## src/hw/rtl/bfm_pkg.sv

```systemverilog
// shared types and constants of the 7x7 box filter mean core
// used by bfm_front, bfm_queue, bfm_back and box_filter_7x7_mean_core
`default_nettype none
package bfm_pkg;

	localparam int ROW_W = 12;
	localparam int COL_W = 11;
	localparam int FW_W = 12;
	localparam int FH_W = 13;
	localparam int DIV_W = 16;
	localparam int SUM_W = 16;
	localparam int PIX_W = 8;
	localparam int MAX_HEIGHT = 4096;

	localparam int CFG_IDX_W = 2;
	localparam logic [CFG_IDX_W-1:0] REG_FRAME_WIDTH = 2'd0;
	localparam logic [CFG_IDX_W-1:0] REG_FRAME_HEIGHT = 2'd1;
	localparam logic [CFG_IDX_W-1:0] REG_DIVISOR = 2'd2;

	localparam logic [FW_W-1:0] FRAME_WIDTH_RST = 12'd640;
	localparam logic [FH_W-1:0] FRAME_HEIGHT_RST = 13'd480;
	localparam logic [DIV_W-1:0] DIVISOR_RST = 16'd49;

	typedef struct packed {
		logic [FW_W-1:0] frame_width;
		logic [FH_W-1:0] frame_height;
		logic [DIV_W-1:0] divisor;
	} cfg_t;

	// one window handed from the front to the divider
	typedef struct packed {
		logic [ROW_W-1:0] row;
		logic [COL_W-1:0] col;
		logic [SUM_W-1:0] sum;
		logic last;
	} work_t;

endpackage
`default_nettype wire

```

## src/hw/rtl/bfm_back.sv

```systemverilog
// back end: radix-2 divider of the window total with saturation, and output register
// depends on bfm_pkg
`default_nettype none
module bfm_back (
	input  logic                      clk,
	input  logic                      arst_n,
	input  logic [bfm_pkg::DIV_W-1:0] divisor,
	input  logic                      q_empty,
	input  bfm_pkg::work_t            q_item,
	output logic                      q_pop,
	output logic                      empty,
	input  logic                      pop,
	output logic [bfm_pkg::ROW_W-1:0] out_row,
	output logic [bfm_pkg::COL_W-1:0] out_col,
	output logic [7:0]                mean_value,
	output logic                      frame_last
);
	import bfm_pkg::*;

	localparam int QW = 8;
	localparam int DW = DIV_W + QW;

	typedef enum logic [1:0] {
		ST_IDLE,
		ST_DIV,
		ST_HOLD
	} state_t;

	state_t state_q;
	logic [SUM_W-1:0] rem_q;
	logic [DW-1:0] dsh_q;
	logic [QW-1:0] quo_q;
	logic [$clog2(QW)-1:0] step_q;
	logic [ROW_W-1:0] row_q;
	logic [COL_W-1:0] col_q;
	logic last_q;
	logic out_valid_q;

	logic sat;
	logic fits;
	logic out_take;
	logic out_load;

	// quotient above 255 or a zero divisor goes straight to 255
	assign sat = (divisor == '0) || (DW'(q_item.sum) >= {divisor, QW'(0)});
	assign fits = DW'(rem_q) >= dsh_q;
	assign q_pop = (state_q == ST_IDLE) && !q_empty;
	assign out_take = pop && out_valid_q;
	assign out_load = (state_q == ST_HOLD) && (!out_valid_q || pop);
	assign empty = !out_valid_q;

	always_ff @(posedge clk or negedge arst_n) begin
		if (!arst_n) begin
			state_q <= ST_IDLE;
			rem_q <= '0;
			dsh_q <= '0;
			quo_q <= '0;
			step_q <= '0;
			row_q <= '0;
			col_q <= '0;
			last_q <= 1'b0;
			out_valid_q <= 1'b0;
			out_row <= '0;
			out_col <= '0;
			mean_value <= '0;
			frame_last <= 1'b0;
		end else begin
			if (out_take && !out_load) begin
				out_valid_q <= 1'b0;
			end
			case (state_q)
				ST_IDLE: begin
					if (!q_empty) begin
						row_q <= q_item.row;
						col_q <= q_item.col;
						last_q <= q_item.last;
						rem_q <= q_item.sum;
						dsh_q <= {1'b0, divisor, (QW-1)'(0)};
						step_q <= ($clog2(QW))'(QW - 1);
						if (sat) begin
							quo_q <= '1;
							state_q <= ST_HOLD;
						end else begin
							quo_q <= '0;
							state_q <= ST_DIV;
						end
					end
				end
				ST_DIV: begin
					if (fits) begin
						rem_q <= rem_q - SUM_W'(dsh_q);
					end
					quo_q <= {quo_q[QW-2:0], fits};
					dsh_q <= dsh_q >> 1;
					if (step_q == '0) begin
						state_q <= ST_HOLD;
					end else begin
						step_q <= step_q - ($clog2(QW))'(1);
					end
				end
				ST_HOLD: begin
					if (out_load) begin
						out_row <= row_q;
						out_col <= col_q;
						mean_value <= quo_q;
						frame_last <= last_q;
						out_valid_q <= 1'b1;
						state_q <= ST_IDLE;
					end
				end
				default: begin
					state_q <= ST_IDLE;
				end
			endcase
		end
	end
endmodule
`default_nettype wire

```

## config.mk

```make
export PLATFORM = sky130hd
export DESIGN_NAME = bfm_back
export DESIGN_NICKNAME = d
export VERILOG_FILES = /design/src/hw/rtl/bfm_pkg.sv /design/src/hw/rtl/bfm_back.sv
export SDC_FILE = /design/constraint.sdc
export NUM_CORES = 1
export LEC_CHECK = 0
export BUFFER_PORTS_ARGS = -buffer_cell sky130_fd_sc_hd__buf_2
export CAP_MARGIN = 20
export CORE_UTILIZATION = 51
export DETAILED_ROUTE_END_ITERATION = 10
export HOLD_SLACK_MARGIN = 0.02
export PLACE_DENSITY = 0.81
export SETUP_SLACK_MARGIN = 0.1
export SYNTH_ARGS = -nofsm -noshare
export SYNTH_HDL_FRONTEND = slang
export SYNTH_SLANG_ARGS = --single-unit
export TNS_END_PERCENT = 10
```

## constraint.sdc

```tcl
create_clock -name clk -period 2.25 [get_ports clk]
set_input_delay 0.1125 -clock clk [delete_from_list [all_inputs] [get_ports clk]]
set_output_delay 0.1125 -clock clk [all_outputs]
set_load 0.1 [all_outputs]
```

Word level (Yosys, flattened, before mapping)
Cells that the tools add are included.
{"block": "op_classes", "n_addsub": 2, "order_cmp": 2, "n_eq_ne": 7, "mux": 19, "n_bitwise": 1, "n_reduce_logical": 19}
{"operator": "$ge A16 B24 Y1", "count": 2}
{"operator": "$pmux W24 S2", "count": 1}
{"operator": "$mux W16", "count": 2}
{"operator": "$pmux W16 S2", "count": 1}
{"operator": "$mux W24", "count": 1}
{"operator": "$logic_not A16 Y1", "count": 1}
{"operator": "$mux W8", "count": 2}
{"operator": "$pmux W8 S2", "count": 1}
{"operator": "$sub A16 B16 Y16", "count": 1}
{"operator": "$ne A2 B2 Y1 const B", "count": 5}
{"operator": "$reduce_and A3 Y1", "count": 3}
{"operator": "$mux W2", "count": 4}
{"operator": "$mux W3", "count": 2}
{"operator": "$pmux W2 S3", "count": 1}
{"operator": "$pmux W3 S2", "count": 1}
{"operator": "$reduce_and A2 Y1", "count": 3}
{"operator": "$logic_and A1 B1 Y1", "count": 4}
{"operator": "$logic_not A1 Y1", "count": 3}
{"operator": "$logic_not A3 Y1", "count": 1}
{"operator": "$mux W1", "count": 3}
{"operator": "$sub A3 B1 Y3 const B", "count": 1}
{"operator": "$eq A2 B1 Y1 const B", "count": 1}
{"operator": "$eq A2 B2 Y1 const B", "count": 1}
{"operator": "$logic_not A2 Y1", "count": 1}
{"operator": "3 further kinds", "count": 4}
{"block": "word_totals", "regBits": 110, "in_bits": 60, "output_inout_bits": 34, "wordCells": 63}

Longest topological paths before layout
{"block": "depth", "word_depth": 8, "depth_mapped": 11}

Worst setup path before layout
OpenSTA, ideal clock, no wires.
{"block": "synth_timing", "path_kind": "register -> register", "start": "register state_q[1]", "end": "register row_q[10]", "arrival_ps": 2347, "required_ps": 2181, "setup_slack_ps": -166, "stages_incl_launch_ff": 8, "period_less_slack_ps": 2416, "path_cell_list": "dfrtp_1 > or3_1 > buf_4 > inv_2 > buf_2 > buf_1 > nand2_1 > nand2_1"}
{"block": "synth_between", "elab_chain_len": 2}
{"element": "from (decl)", "line_no": "bfm_back.sv:29", "text": "state_t state_q;"}
{"element": "from (signal assigned)", "line_no": "bfm_back.sv:54", "text": "state_q <= ST_IDLE;"}
{"element": "from (signal assigned)", "line_no": "bfm_back.sv:82", "text": "state_q <= ST_HOLD;"}
{"element": "from (signal assigned)", "line_no": "bfm_back.sv:85", "text": "state_q <= ST_DIV;"}
{"element": "$logic_not A2 Y1", "line_no": "bfm_back.sv:71", "text": "case (state_q)"}
{"element": "$reduce_and A2 Y1 (no source line)"}
{"element": "to (signal assigned)", "line_no": "bfm_back.sv:74", "text": "row_q <= q_item.row;"}
{"element": "to (decl)", "line_no": "bfm_back.sv:34", "text": "logic [ROW_W-1:0] row_q;"}
Every way passes these cells.
A chain may end at the register's enable or synchronous reset.

Worst setup path after layout
{"block": "layout_timing", "start": "register rem_q[0]", "end": "register rem_q[14]"}
{"block": "layout_between", "elab_chain_len": 3, "elab_cells_between_ends": 6}
{"element": "from (decl)", "line_no": "bfm_back.sv:30", "text": "logic [SUM_W-1:0] rem_q;"}
{"element": "from (signal assigned)", "line_no": "bfm_back.sv:77", "text": "rem_q <= q_item.sum;"}
{"element": "from (signal assigned)", "line_no": "bfm_back.sv:91", "text": "rem_q <= rem_q - SUM_W'(dsh_q);"}
{"element": "$ge A16 B24 Y1 or $sub A16 B16 Y16 (tied branches)", "line_no": "bfm_back.sv:46, bfm_back.sv:91"}
{"element": "$ne A2 B2 Y1 (no source line) or $mux W16 (tied branches)"}
{"element": "$reduce_and A3 Y1 (no source line) or $pmux W16 S2 (tied branches)"}
Several ways; a longest one is shown, not always the timed one. The select of a mux whose other input is x is not followed.

==> metrics <==
actual transition at the worst max-transition pin=0.698 ns; endpoints failing hold=0; count of routing violations after the opening detailed-route iteration=206; setup slack of the critical path after layout=0.0389 ns; CP most frequent cell=inv_2; Cell Pwr Density=1660 nW/um^2; PortBufs=93; dpl cell area=6230 sq um; maximum root-to-sink buffer count=2; worst setup skew after layout=0.0105 ns; number of instances in the synthesized netlist=554; Antenna Diode Count=0; number of DRC violations after detailed routing=0; power after layout=11.5 mW; cell with the largest stage delay on the worst path=dfrtp_1; mean instance size in the synthesized netlist=9.82 sq um; final worst-path cycle share=98.3%; I/O pin count=94; wire length of the first global-routing pass=22200 microns; leading post-synthesis cells by instance count=dfrtp_1, nand2_1, nor2_1; Critical Path Sink Type=register; total routing usage reported by global routing=25.7%; proportion of netlist area held by the largest area contributor=50.1%; largest stage delay on the critical path=0.39 ns; clock tree from TritonCTS=yes; total length of routed met2 wires=6870 microns; leakage power total=3.43 nW; Post-Syn Nets=641; largest net degree at the start of global routing=47; total standard cell area after synthesis=5440 sq um; path depth of the worst reg2reg path=11; WL final=13600 microns; Worst Path Class, Setup=reg2reg; die width=105 microns; initial antenna violation count=0; Clk Latency, worst-skew pair=0.39 ns; per-cell via count in the routed design=5.56; flop2flop setup slack=0.04 ns; most frequent cell after synthesis=dfrtp_1; number of buffers inserted during clock tree synthesis=9; routed vias=4669; maximum ir drop on the vdd rail=991 uV; Final Critical Period=2.21 ns; antenna-violating nets left=0; cell accounting for the most synthesized area=dfrtp_1; maximum level of the CTS H-tree=3; setup repair after global routing missed its margin=yes; number of placement rows=37; Initial Utilization=52.7%; termination of the worst setup path=rem_q[14]; total half-perimeter wirelength after legalization and detailed placement=9540 microns; post-place setup slack=-0.148 ns; Clk Tree Root Cell=clkbuf_8; fraction of layout cells with a size suffix above 1=28.0%; synth warn=0; final standard cell count with taps included and fillers excluded=839; dominant cells by area after synthesis=dfrtp_1, nand2_1, mux2_2, ha_1, nor2_1; number of sinks on the clock net=109; critical path startpoint category=register; Max-Cap Viols=0; top flip-flop cell by instance count after synthesis=dfrtp_1; Area Overhead vs Synth=27.1%; drt pass-1 iters=4; critical-path cell list=inv_2 -> ha_4 -> inv_2 -> fa_2 -> a21o_1 -> a311oi_2 -> buf_4 -> nor4_2 -> a211o_1 -> xnor2_1 -> o21ai_1; FF-to-FF End=rem_q[14]; critical path launch point=rem_q[0]; crit path DAT=2.50 ns; Crit Path Max Fanout=5; gp weighted congestion=0.869; worst min-delay path class=in2reg; endpoints failing setup=0; RR Startpoint=rem_q[0]; Die Height=105 microns; register bit total from synthesis=109; share of synthesized registers carrying an async set or reset=100%; worst path required time=2.53 ns; number of distinct library cells after synthesis=54; fillcell total=804; run status=finished clean; DP Cell Count=785; Max transition margin=53.3%; number of flops mapped to enable cells by yosys=0; total congestion overflow after global routing=0; Final Max Tran Viols=0; die area=11100 sq um; Met3 Routed Length=558 microns; Post-Route M1 WL=5960 microns; number of global-route vias before repair=4673; post-route standard cell area excluding fillers=6920 sq um; clock transition at the registers of the reported paths=0.10 ns; WL/cell=16.3 microns; highest routed metal layer=met4; number of nets at the end of the flow=785; core region area=10300 sq um; portion of the post-synthesis area used by sequential elements=50.1%; sum of negative setup slack=0 ns; top achievable clock speed=452 MHz
[state kept, by name, summed over array words and instances, names as in the netlist]
name / cells
out_row: 12
dsh_q: 23
frame_last: 1
out_valid_q: 1
last_q: 1
out_col: 11
row_q: 12
state_q: 2
mean_value: 8
step_q: 3
quo_q: 8
rem_q: 16
col_q: 11
[metrics by stage]
| stage | hold slack [ns] | utilization [%] |
|---|---|---|
| 2_1_floorplan | -0.183 | - |
| 3_3_place_gp | 0.147 | 60.4 |
| 3_5_place_dp | 0.155 | 60.4 |
| 4_1_cts | 0.0212 | 66.3 |
| 5_1_grt | 0.0380 | 67.0 |
| 6_report | 0.0254 | 67.0 |
[timing repair]
item	in CTS	in global routing
resized for setup	16	10
setup endpoints to repair	17	18
cloned	0	0
buffers inserted	1	2
hold endpoints to repair	78	0
pin swaps	11	4
hold buffers	35	0
[kinds of logic (layout without fill, tap and decap cells)]
family / count (synthesis) / after routing / share of synthesized area (%)
AOI/OAI and AO/OA: 115 / 115 / 14.0
xor gates and xnor gates: 11 / 11 / 1.77
adders and majority gates: 27 / 27 / 6.34
buffers and inverters: 60 / 209 / 4.39
DFF: 109 / 109 / 50.1
muxes: 39 / 39 / 7.93
and+or+nand+nor: 193 / 193 / 15.4
[cell usage in the layout, fill, tap and decap left out, types with 5 or more instances in the layout]
cell	instances
nor3_1	6
nor2b_1	5
buf_2	91
nand3_1	12
ha_1	20
a31oi_1	11
xnor2_1	5
dlygate4sd3_1	35
a21oi_1	27
o22ai_1	14
nand2_1	104
xor2_1	6
mux2i_1	6
nor4_1	5
nor2_1	39
clkbuf_8	9
o21ai_0	20
buf_4	25
mux2_2	32
a221o_1	8
inv_1	32
dfrtp_1	109
[layout make-up]
class	instances	area, sq um	share of cell area, %
flip-flops and latches	109	2730	39.4
multi-input cells	385	2580	37.4
repair buffers	158	1110	16.1
well taps	136	170	2.46
inverters	35	131	1.90
clock buffers	9	124	1.79
clock inverters	7	66.3	0.959
[critical path: cells and delay by family (launching register included)]
family / cells / cell delay (ns)
AOI/OAI and AO/OA: 4 / 0.73
xor gates and xnor gates: 1 / 0.17
adders and majority gates: 2 / 0.48
buffers and inverters: 3 / 0.30
DFF: 1 / 0.39
and+or+nand+nor: 1 / 0.04
[report_power, final]
group	leakage (nW)	switching [mW]	internal [mW]
clock network	0.0949	0.723	0.427
registers	1.36	0.491	2.77
logic	1.98	4.60	2.48
[per-layer routing]
layer | vias up | global-route usage (%)
li1 | 2226 | -
met1 | 2286 | 32.7
met2 | 137 | 44.5
met3 | 20 | 4.21
met4 | 0 | 9.05
met5 | - | 0
[how the worst min path moves through the flow]
stage,start,end,slack [ns],cells after the start
after floorplan,arst_n,col_q[0],-0.18,0
after global placement,arst_n,out_row[8],0.15,1
after detailed placement,arst_n,out_row[8],0.16,1
after CTS,divisor[11],dsh_q[18],0.02,3
after global routing,q_item[1],rem_q[0],0.04,3
final,q_item[1],rem_q[0],0.03,3
Power figures use the tool's default switching activity.
