[config.mk]
export PLATFORM = sky130hd
export DESIGN_NAME = bfm_queue
export DESIGN_NICKNAME = d
export VERILOG_FILES = /design/src/hw/rtl/bfm_pkg.sv /design/src/hw/rtl/bfm_queue.sv
export SDC_FILE = /design/constraint.sdc
export NUM_CORES = 1
export LEC_CHECK = 0
export ABC_AREA = 1
export ABC_CLOCK_PERIOD_IN_PS = 5900
export BUFFER_PORTS_ARGS = -buffer_cell sky130_fd_sc_hd__buf_4
export CORE_AREA = 2 2 112 114
export CTS_CLUSTER_DIAMETER = 100
export DETAILED_ROUTE_END_ITERATION = 16
export DIE_AREA = 0 0 114 116
export GPL_TIMING_DRIVEN = 0
export PLACE_DENSITY_LB_ADDON = 0.3
export SETUP_SLACK_MARGIN = 0.1
export SYNTH_ARGS = -nofsm -noshare
export SYNTH_HDL_FRONTEND = slang
export SYNTH_SLANG_ARGS = --single-unit
[constraint.sdc]
create_clock -name clk -period 5.9 [get_ports clk]
set_input_delay 0 -clock clk [delete_from_list [all_inputs] [get_ports clk]]
set_output_delay 0 -clock clk [all_outputs]
set_load 0.02 [all_outputs]
[src/hw/rtl/bfm_pkg.sv]
// shared types and constants of the 7x7 box filter mean core
// used by bfm_front, bfm_queue, bfm_back and box_filter_7x7_mean_core
`default_nettype none
package bfm_pkg;

	localparam int ROW_W = 12;
	localparam int COL_W = 11;
	localparam int FW_W = 12;
	localparam int FH_W = 13;
	localparam int DIV_W = 16;
	localparam int SUM_W = 16;
	localparam int PIX_W = 8;
	localparam int MAX_HEIGHT = 4096;

	localparam int CFG_IDX_W = 2;
	localparam logic [CFG_IDX_W-1:0] REG_FRAME_WIDTH = 2'd0;
	localparam logic [CFG_IDX_W-1:0] REG_FRAME_HEIGHT = 2'd1;
	localparam logic [CFG_IDX_W-1:0] REG_DIVISOR = 2'd2;

	localparam logic [FW_W-1:0] FRAME_WIDTH_RST = 12'd640;
	localparam logic [FH_W-1:0] FRAME_HEIGHT_RST = 13'd480;
	localparam logic [DIV_W-1:0] DIVISOR_RST = 16'd49;

	typedef struct packed {
		logic [FW_W-1:0] frame_width;
		logic [FH_W-1:0] frame_height;
		logic [DIV_W-1:0] divisor;
	} cfg_t;

	// one window handed from the front to the divider
	typedef struct packed {
		logic [ROW_W-1:0] row;
		logic [COL_W-1:0] col;
		logic [SUM_W-1:0] sum;
		logic last;
	} work_t;

endpackage
`default_nettype wire

[src/hw/rtl/bfm_queue.sv]
// short fifo of window totals between the front end and the divider
// depends on bfm_pkg
`default_nettype none
module bfm_queue #(
	parameter int DEPTH = 4
) (
	input  logic           clk,
	input  logic           arst_n,
	input  logic           wr,
	input  bfm_pkg::work_t wr_item,
	output logic           q_full,
	input  logic           rd,
	output bfm_pkg::work_t rd_item,
	output logic           q_empty
);
	import bfm_pkg::*;

	localparam int AW = (DEPTH > 1) ? $clog2(DEPTH) : 1;

	work_t slots [DEPTH];
	logic [AW-1:0] wr_ptr_q;
	logic [AW-1:0] rd_ptr_q;
	logic [AW:0] count_q;
	logic do_wr;
	logic do_rd;

	assign q_full = count_q == (AW+1)'(DEPTH);
	assign q_empty = count_q == '0;
	assign do_wr = wr && !q_full;
	assign do_rd = rd && !q_empty;
	assign rd_item = slots[rd_ptr_q];

	always_ff @(posedge clk) begin
		if (do_wr) begin
			slots[wr_ptr_q] <= wr_item;
		end
	end

	always_ff @(posedge clk or negedge arst_n) begin
		if (!arst_n) begin
			wr_ptr_q <= '0;
			rd_ptr_q <= '0;
			count_q <= '0;
		end else begin
			if (do_wr) begin
				wr_ptr_q <= (wr_ptr_q == AW'(DEPTH - 1)) ? '0 : wr_ptr_q + AW'(1);
			end
			if (do_rd) begin
				rd_ptr_q <= (rd_ptr_q == AW'(DEPTH - 1)) ? '0 : rd_ptr_q + AW'(1);
			end
			case ({do_wr, do_rd})
				2'b10: count_q <= count_q + (AW+1)'(1);
				2'b01: count_q <= count_q - (AW+1)'(1);
				default: count_q <= count_q;
			endcase
		end
	end
endmodule
`default_nettype wire

### Word level (Yosys, flattened, before mapping)

Memories as Yosys holds them, arrays and structs flattened.
Cells that the tools add are included.

* equality and inequality tests: 5
* reductions and logical operators: 6
* add/subtract/negate cells: 4
* muxes and demuxes: 5

Operator list (count)
* $eq A2 B2 Y1 const B: 3
* $pmux W3 S2: 1
* $add A2 B1 Y2 const B: 2
* $mux W2: 2
* $add A3 B1 Y3 const B: 1
* $eq A3 B3 Y1 const B: 1
* $logic_not A3 Y1: 1
* $sub A3 B1 Y3 const B: 1
* $eq A2 B1 Y1 const B: 1
* $logic_and A1 B1 Y1: 2
* $logic_not A1 Y1: 2
* $mux W1: 2
* $reduce_bool A2 Y1: 1

* register bits after elaboration: 7
* memory bits (writable): 160
* memories: 1
* word-level logic and storage cells: 24
* output and inout port bits: 42

Memory list
* slots: depth 4, bits a word 40, rd ports 1, clocked after memory_dff 0, write ports 1, RTL line bfm_queue.sv:20 `work_t slots [DEPTH];`

### Depth between registers and ports, before layout

Gate-level depths: netlist of run 1.

* word-level depth: 5
* mapped depth: 12
* gate-level depth less buffers: 12

### Least setup slack after synthesis of run 1

Ideal clock, no wire load.

* path type: reg2reg
* start point: reg count_q[0]
* end point: mem slots[0][0] (netlist bit), enable pin
* library setup time: 0.437 ns
* buffers on the path: 0
* arrival time: 2.379 ns
* slack: 3.084 ns
* data required time: 5.463 ns
* cell stages (with the launch flop): 5
* path through: dfrtp_1 > inv_2 > nand3_1 > nand2_1 > nor2_1

* cells in the longest elaborated chain, start to end: 5

Ends and longest elaborated chain
* start: declaration: RTL line bfm_queue.sv:23 `logic [AW:0] count_q;`
* start signal: assignment: RTL line bfm_queue.sv:52 `2'b10: count_q <= count_q + (AW+1)'(1);`
* start signal: assignment: RTL line bfm_queue.sv:53 `2'b01: count_q <= count_q - (AW+1)'(1);`
* start signal: assignment: RTL line bfm_queue.sv:54 `default: count_q <= count_q;`
* $eq A3 B3 Y1: RTL line bfm_queue.sv:27 `assign q_full = count_q == (AW+1)'(DEPTH);`
* $logic_not A1 Y1: RTL line bfm_queue.sv:29 `assign do_wr = wr && !q_full;`
* $logic_and A1 B1 Y1: RTL line bfm_queue.sv:29
* $mux W1: RTL line bfm_queue.sv:34 `if (do_wr) begin`
* $mux W1 (implied by the code): RTL line bfm_queue.sv:35 `slots[wr_ptr_q] <= wr_item;`
* end: declaration: RTL line bfm_queue.sv:20

Every way passes these cells.

### Worst setup path in the final report of run 1

* start point: reg count_q[0]
* end point: reg count_q[2]

* cells in the longest elaborated chain, start to end: 5
* elaborated cells between the ends (all ways): 12
* those cells by class: add/sub: 2; eq/ne: 3; mux: 1; reduce/logical: 6

Ends and longest elaborated chain
* $eq A3 B3 Y1 / $logic_not A3 Y1 (equally long branches): RTL line bfm_queue.sv:27, bfm_queue.sv:28
* $logic_not A1 Y1 (on tied branches): RTL line bfm_queue.sv:29, bfm_queue.sv:30
* $logic_and A1 B1 Y1 (on tied branches): RTL line bfm_queue.sv:29, bfm_queue.sv:30
* $eq A2 B1 Y1 / $eq A2 B2 Y1 (equally long branches): RTL line bfm_queue.sv:51 `case ({do_wr, do_rd})`
* $pmux W3 S2 / $reduce_bool A2 Y1 (equally long branches)

Several ways; a longest one is shown, not always the timed one.
A chain may end at the register's enable or synchronous reset.

==> results of run 1 <==
-- area by class of cell --
cell class | instances | area (sq um)
multi-input cells | 238 | 1590
inverters | 96 | 360
well taps | 147 | 184
clock buffers | 20 | 437
plain buffers | 27 | 208
flip-flops and latches | 167 | 4980
clock inverters | 12 | 158
fillers | 726 | 2840
repair buffers | 133 | 1160
-- cells by family (layout without fill, tap and decap cells) --
| family | count (synthesis) | count (layout) |
|---|---|---|
| xor gates and xnor gates | 1 | 1 |
| buffers and inverters | 123 | 288 |
| DFF | 167 | 167 |
| and+or+nand+nor | 149 | 149 |
| AOI/OAI and AO/OA | 81 | 81 |
| adders and majority gates | 7 | 7 |
-- critical path, stage by stage, from the launching register on --
cell	delay [ns]
dfrtp_1	0.40
inv_2	0.09
nand3_1	0.15
nand2_1	0.43
ha_1	0.27
inv_1	0.07
fa_1	0.38
nand2_1	0.10
nand3_1	0.07
nand2_1	0.07
nand2_1	0.06
-- worst paths after layout --
kind / start / slack, ns / depth (start not counted) / to
setup / recovery: count_q[0] / 3.71 / 10 / count_q[2]
hold / removal: wr_item[6] / 0.32 / 2 / slots[3][6]
setup reg to reg: count_q[0] / 3.71 / 10 / count_q[2]
hold reg to reg: count_q[0] / 0.49 / 1 / count_q[0]
max in group asynchronous: arst_n / 5.10 / 3 / rd_ptr_q[0]
min in group asynchronous: arst_n / 0.54 / 3 / wr_ptr_q[1]
-- metrics by stage --
stage                     power (uW)  instances  cell area [sq um]  worst slack (ns)
after floorplan                 2880        528               7100              3.08
after global placement          3520        760               7930              1.66
after detailed placement        3610        764               8040              3.72
after CTS                       4760        840               9070              3.72
after global routing            4960        840               9070              3.60
final                           4730        840               9070              3.71
-- placed cells by master (no fill, tap or decap), drive strengths merged --
cell and instances:
edfxtp 160, nand2 135, buf 116, inv 95, o211ai 80, dlygate4sd3 44
clkbuf 20, clkinv 8, nand3 7, dfrtp 7, ha 6, nor2 6
bufinv 4, o21ai 1, xnor2 1, nand4 1, fa 1, clkinvlp 1
-- cells in the mapped netlist --
cell type | instances | area share
edfxtp_1 | 160 | 0.68
nand2_1 | 105 | 0.055
inv_1 | 93 | 0.049
o211ai_1 | 40 | 0.042
o211ai_2 | 40 | 0.070
nand2_2 | 30 | 0.026
buf_2 | 13 | 0.0092
buf_6 | 10 | 0.016
dfrtp_1 | 7 | 0.025
nand3_1 | 7 | 0.0049
ha_1 | 6 | 0.011
nor2_1 | 6 | 0.0032
buf_4 | 4 | 0.0042
inv_2 | 2 | 0.0011
clkinv_1 | 1 | 0.00053
fa_1 | 1 | 0.0028
nand4_1 | 1 | 0.00088
o21ai_0 | 1 | 0.00070
xnor2_1 | 1 | 0.0012
-- routing by layer --
metal / vias up / routed length (microns)
met1: 2198 / 5780
met2: 142 / 8270
met5: - / 0
met4: 0 / 283
li1: 2124 / -
met3: 22 / 715
-- power by group --
group          internal [uW]  switching (uW)
Sequential              1560            73.9
Clock                    699             418
Combinational            749            1230
Total                   3010            1720
-- flip-flops by register name, summed over array words and instances, names as in the netlist --
| register | count |
|---|---|
| slots | 160 |
| count_q | 3 |
| rd_ptr_q | 2 |
| wr_ptr_q | 2 |
==> impl_metrics.tcl, run 1 <==
set metrics [dict create \
    syn_nets 579 \
    power.density_mw_per_mm2 522 \
    cts_repair_resize_count 0 \
    grt-busiest-layer "met2" \
    ys_seq_elements 167 \
    required_ns 6.21 \
    grt_start_max_net_pins 28 \
    syn_avg_cell_area_sq_um 13.5 \
    period_share 0.372 \
    drive_gt1_frac 0.313 \
    leakage_uw 0.00374 \
    clockBufferDepth 2 \
    vias 4486 \
    first_pass_iters 6 \
    die_x_microns 114 \
    cts_buffers 17 \
    startpoint_type "flop" \
    wl_microns 15100 \
    cts_tree "yes" \
    wl_per_cell_microns 17.9 \
    worstMarginPinSlew_ns 0.687 \
    worst_clock_skew_ns 0.00903 \
    grt_util_met3 0.0528 \
    arrival_ns 2.50 \
    clk_latency_ns 0.42 \
    cts_hold_buf 44 \
    drv_cap 0 \
    holdWs_ns 0.318 \
    status "complete, no violations" \
    rsz0062_at_grt "false" \
    ios 86 \
    setup_viol 0 \
    synth-xor-area-share 0.00123 \
    synth_cell_type_count 19 \
    vias_per_cell 5.34 \
    nNetsFinal 731 \
    n_antenna_cell 0 \
    io_buffers 85 \
    ir_worst_vdd_uv 354 \
    synth_top_family_by_area "compound AO/OA/AOI/OAI gates" \
    hold_viol 0 \
    htree_num_levels 4 \
    die_y_microns 116 \
    grt.overflow.total 0 \
    start_util 0.596 \
    synth_area_sq_mm 0.00710 \
    dp_hpwl_microns 8830 \
    synth_simple_gate_area_share 0.0909 \
    track_usage 0.242 \
    maxSlewHeadroom 0.541 \
    grt_use_met1 0.267 \
    drt_iter0_markers 313 \
    fp.coreArea_sq_mm 0.0119 \
    rows 40 \
    post_cts_buffers 0 \
    cp_max_fo 7 \
    ant_nets 0 \
    synthMuxAreaShare 0 \
    finalSetupTns_ns 0 \
    slew_viol_final 0 \
    place.gp.congestion 0.756 \
    root_buffer "clkbuf_16" \
    drc 0 \
    grt_first_pass_wirelength_microns 23400 \
    min_period_ns 2.19 \
    fmax_mhz 456 \
    setup.worst_path.class "flop to flop" \
    grt_use_met2 0.447 \
    critPathCaptureType "flop" \
    synthToLayoutAreaGrowth_pct 27.7 \
    synth-compound-area-share 0.113 \
    path_clk_slew_ns 0.06 \
    hold_class "input port to flop" \
    grt_pass1_vias 4696 \
    numClockSinks 167 \
    final_core_util 0.761 \
    ys_seq_area_frac 0.701 \
    antenna_found_initial 0 \
    dieArea_sq_mm 0.0132 \
    yosysWarnings 0 \
    synthCells 528 \
    synthAdderAreaFrac 0.0134 \
]
(Power assumes the default switching activity.)
==> run 2: changes to the inputs <==
--- a/config.mk
+++ b/config.mk
@@ -5,13 +5,13 @@
 export SDC_FILE = /design/constraint.sdc
 export NUM_CORES = 1
 export LEC_CHECK = 0
-export ABC_AREA = 1
-export ABC_CLOCK_PERIOD_IN_PS = 5900
+export ABC_AREA = 0
+export ABC_CLOCK_PERIOD_IN_PS = 1900
 export BUFFER_PORTS_ARGS = -buffer_cell sky130_fd_sc_hd__buf_4
-export CORE_AREA = 2 2 112 114
+export CORE_AREA = 2 2 114 116
 export CTS_CLUSTER_DIAMETER = 100
 export DETAILED_ROUTE_END_ITERATION = 16
-export DIE_AREA = 0 0 114 116
+export DIE_AREA = 0 0 116 118
 export GPL_TIMING_DRIVEN = 0
 export PLACE_DENSITY_LB_ADDON = 0.3
 export SETUP_SLACK_MARGIN = 0.1
==> constraint.sdc (replaced) <==
create_clock -name clk -period 1.9 [get_ports clk]
set_input_delay 0 -clock clk [delete_from_list [all_inputs] [get_ports clk]]
set_output_delay 0 -clock clk [all_outputs]
set_load 0.02 [all_outputs]
==> impl_metrics.tcl, run 2 <==
set metrics [dict create \
    status "complete, no violations" \
    critPathCaptureType "flop" \
    yosysWarnings 0 \
    fp.coreArea_sq_mm 0.0124 \
    vias 3048 \
    regMostFlops "slots" \
    finalNonFillerCells 598 \
    nNetsFinal 464 \
    required_ns 2.23 \
    io_buffers 85 \
    cts_tree "yes" \
    ir_worst_vdd_uv 843 \
    fin_total_pwr_uw 14100 \
    final_common_cell "edfxtp_1" \
    hold_class "input port to flop" \
    dp_hpwl_microns 5930 \
    ios 86 \
    synth_area_sq_mm 0.00627 \
    synthCells 250 \
    track_usage 0.179 \
    clockBufferDepth 2 \
    setup.worst_path.class "flop to flop" \
    period_share 0.979 \
    synth_edf_count 160 \
    maxSlewHeadroom 0.744 \
    drt_iter0_markers 151 \
    dieArea_sq_mm 0.0137 \
    critical_path.top_delay_family "simple AND/OR/NAND/NOR gates" \
    min_period_ns 1.86 \
    p_sw_frac 0.299 \
    final_cell_mix "edfxtp_1 (160), buf_4 (52), buf_6 (43), dlygate4sd3_1 (43), mux4_2 (40)" \
    grt.overflow.total 0 \
    fill_cells 788 \
    stdcell_area_sq_mm 0.00861 \
    drive_gt1_frac 0.472 \
    synth_ff_type "edfxtp_1" \
    drc 0 \
    setup_viol 0 \
    htree_num_levels 4 \
    ff_latch_area_sq_mm 0.00498 \
    power_frac_seq 0.363 \
    first_pass_iters 4 \
    start_util 0.505 \
    numClockSinks 167 \
    netlist_top_cells_area "edfxtp_1 (77%), mux4_2 (14%), dfrtp_1 (2.8%)" \
    combPwrFrac 0.393 \
    crit_chain "nor3b_4 > nor2b_4 > inv_2 > ha_4 > inv_2 > fa_2 > xor2_1 > nor2_1 > xor2_1" \
    path_clk_slew_ns 0.06 \
    yosysMostFrequentCell "edfxtp_1" \
    dp.cells 507 \
    ys_seq_elements 167 \
    wl_microns 11800 \
    multi_input_area_sq_mm 0.00123 \
    die_y_microns 118 \
    ys_top_cells_by_count "edfxtp_1 (160), mux4_2 (38), dfrtp_1 (7), inv_1 (7), ha_1 (6)" \
    reg_top3 "slots x160, count_q x3" \
    hold_viol 0 \
    critPathMaxStageDelay_ns 0.44 \
    root_buffer "clkbuf_16" \
    drv_cap 0 \
    worst_clock_skew_ns 0.00754 \
    syn_nets 301 \
    crit_buf_inv 2 \
    postPlaceCellArea_sq_mm 0.00715 \
    fmax_mhz 537 \
    cts_buffers 17 \
    internal_power_uw 9890 \
    synthToLayoutAreaGrowth_pct 37.3 \
    syn_avg_cell_area_sq_um 25.1 \
    grt_first_pass_wirelength_microns 17500 \
    grt_start_max_net_pins 21 \
    slowest_stage "dfrtp_2" \
    switchingPower_uw 4210 \
    arrival_ns 2.19 \
    synth_top_area_frac 0.766 \
    wl_per_cell_microns 19.7 \
    rsz0062_at_grt "true" \
    leakage_uw 0.00307 \
    synth_cell_type_count 21 \
    finalSetupTns_ns 0 \
    place.gp.congestion 0.676 \
    async_reset_ff_frac 0.0419 \
    final_core_util 0.694 \
    clk_latency_ns 0.42 \
    cp_max_fo 3 \
    pwr-share-clk 0.244 \
    die_x_microns 116 \
    rows 41 \
    vias_per_cell 5.10 \
    antenna_found_initial 0 \
    slew_viol_final 0 \
    n_antenna_cell 0 \
    ys_seq_area_frac 0.794 \
    yosysTopAreaCell "edfxtp_1" \
    startpoint_type "flop" \
    grt_pass1_vias 3321 \
    largest_register_ffs 160 \
    power.density_mw_per_mm2 1640 \
    ant_nets 0 \
    worstMarginPinSlew_ns 0.385 \
]
run 2: changes by cell type in the layout (fill, tap and decap cells not counted), sizes merged, moves of 2 or more:
cell	before	now
inv	95	10
clkinvlp	1	4
nand2	135	0
buf	116	101
nand3	7	0
and2	0	8
mux2	0	4
xor2	0	2
clkinv	8	5
nor2	6	3
clkbuf	20	23
o211ai	80	0
mux4	0	40
run 2: path summary, 6_finish.rpt:
kind / startpoint / end / slack (ns) / cells after the start
hold / removal: wr / count_q[1] / 0.13 / 5
max in group asynchronous: arst_n / count_q[0] / 1.04 / 3
hold reg to reg: count_q[2] / count_q[2] / 0.54 / 1
setup reg to reg: count_q[1] / count_q[2] / 0.04 / 9
setup / recovery: count_q[1] / count_q[2] / 0.04 / 9
min in group asynchronous: arst_n / wr_ptr_q[0] / 0.57 / 3
run 2: cell families (layout without fill, tap and decap cells):
| logic type | after synthesis | count (layout) | synth area share |
|---|---|---|---|
| mux | 45 | 45 | 0.154 |
| fa+ha+maj | 7 | 7 | 0.0152 |
| simple gates | 11 | 15 | 0.0110 |
| flops | 167 | 167 | 0.794 |
| buf+inv | 17 | 189 | 0.0225 |
| xor+xnor | 3 | 3 | 0.00419 |
run 2: timing repair:
action	in CTS	in global routing
endpoints found under the hold margin	167	2
setup endpoints to repair	201	101
gates resized for setup	15	55
hold buffers	42	1
setup buffers	4	3
pin swaps	5	3
gates cloned	4	5
run 2: worst reg2reg max path, stage by stage (launching register included):
cell	delay [ns]
dfrtp_2	0.44
nor3b_4	0.26
nor2b_4	0.08
inv_2	0.07
ha_4	0.13
inv_2	0.04
fa_2	0.32
xor2_1	0.15
nor2_1	0.12
xor2_1	0.17
run 2: metal layers:
layer  vias up  global-route usage  part of all wire
li1       1378                   -                 -
met1      1573               0.225              0.41
met2        89               0.299              0.53
met3         8              0.0525             0.050
met4         0              0.0588            0.0074
met5         -                   0                 0
run 2: through the flow:
stage	setup slack, ns	hold slack (ns)
after floorplan	-0.0378	-0.296
after global placement	-0.364	-0.179
after detailed placement	-0.374	-0.171
after CTS	0.0135	0.0278
after global routing	-0.0997	0.141
final	0.0390	0.129
run 2: layout make-up:
| cell class | instances | area share |
|---|---|---|
| clock buffer | 17 | 0.0494 |
| tap | 172 | 0.0250 |
| multi-input combinational | 70 | 0.143 |
| sequential | 167 | 0.579 |
| clock inverter | 15 | 0.0206 |
| inverter | 7 | 0.00305 |
| timing repair buffer | 140 | 0.164 |
| buffer | 10 | 0.0161 |
run 2: power groups by stage:
stage,Clock [uW],Combinational (uW),Sequential (uW)
global placement,0,4420,5130
floorplan,0,2940,5100
finish,3440,5550,5110
detailed placement,0,4450,5190
global route,3660,5890,5170
CTS,3520,4740,5100
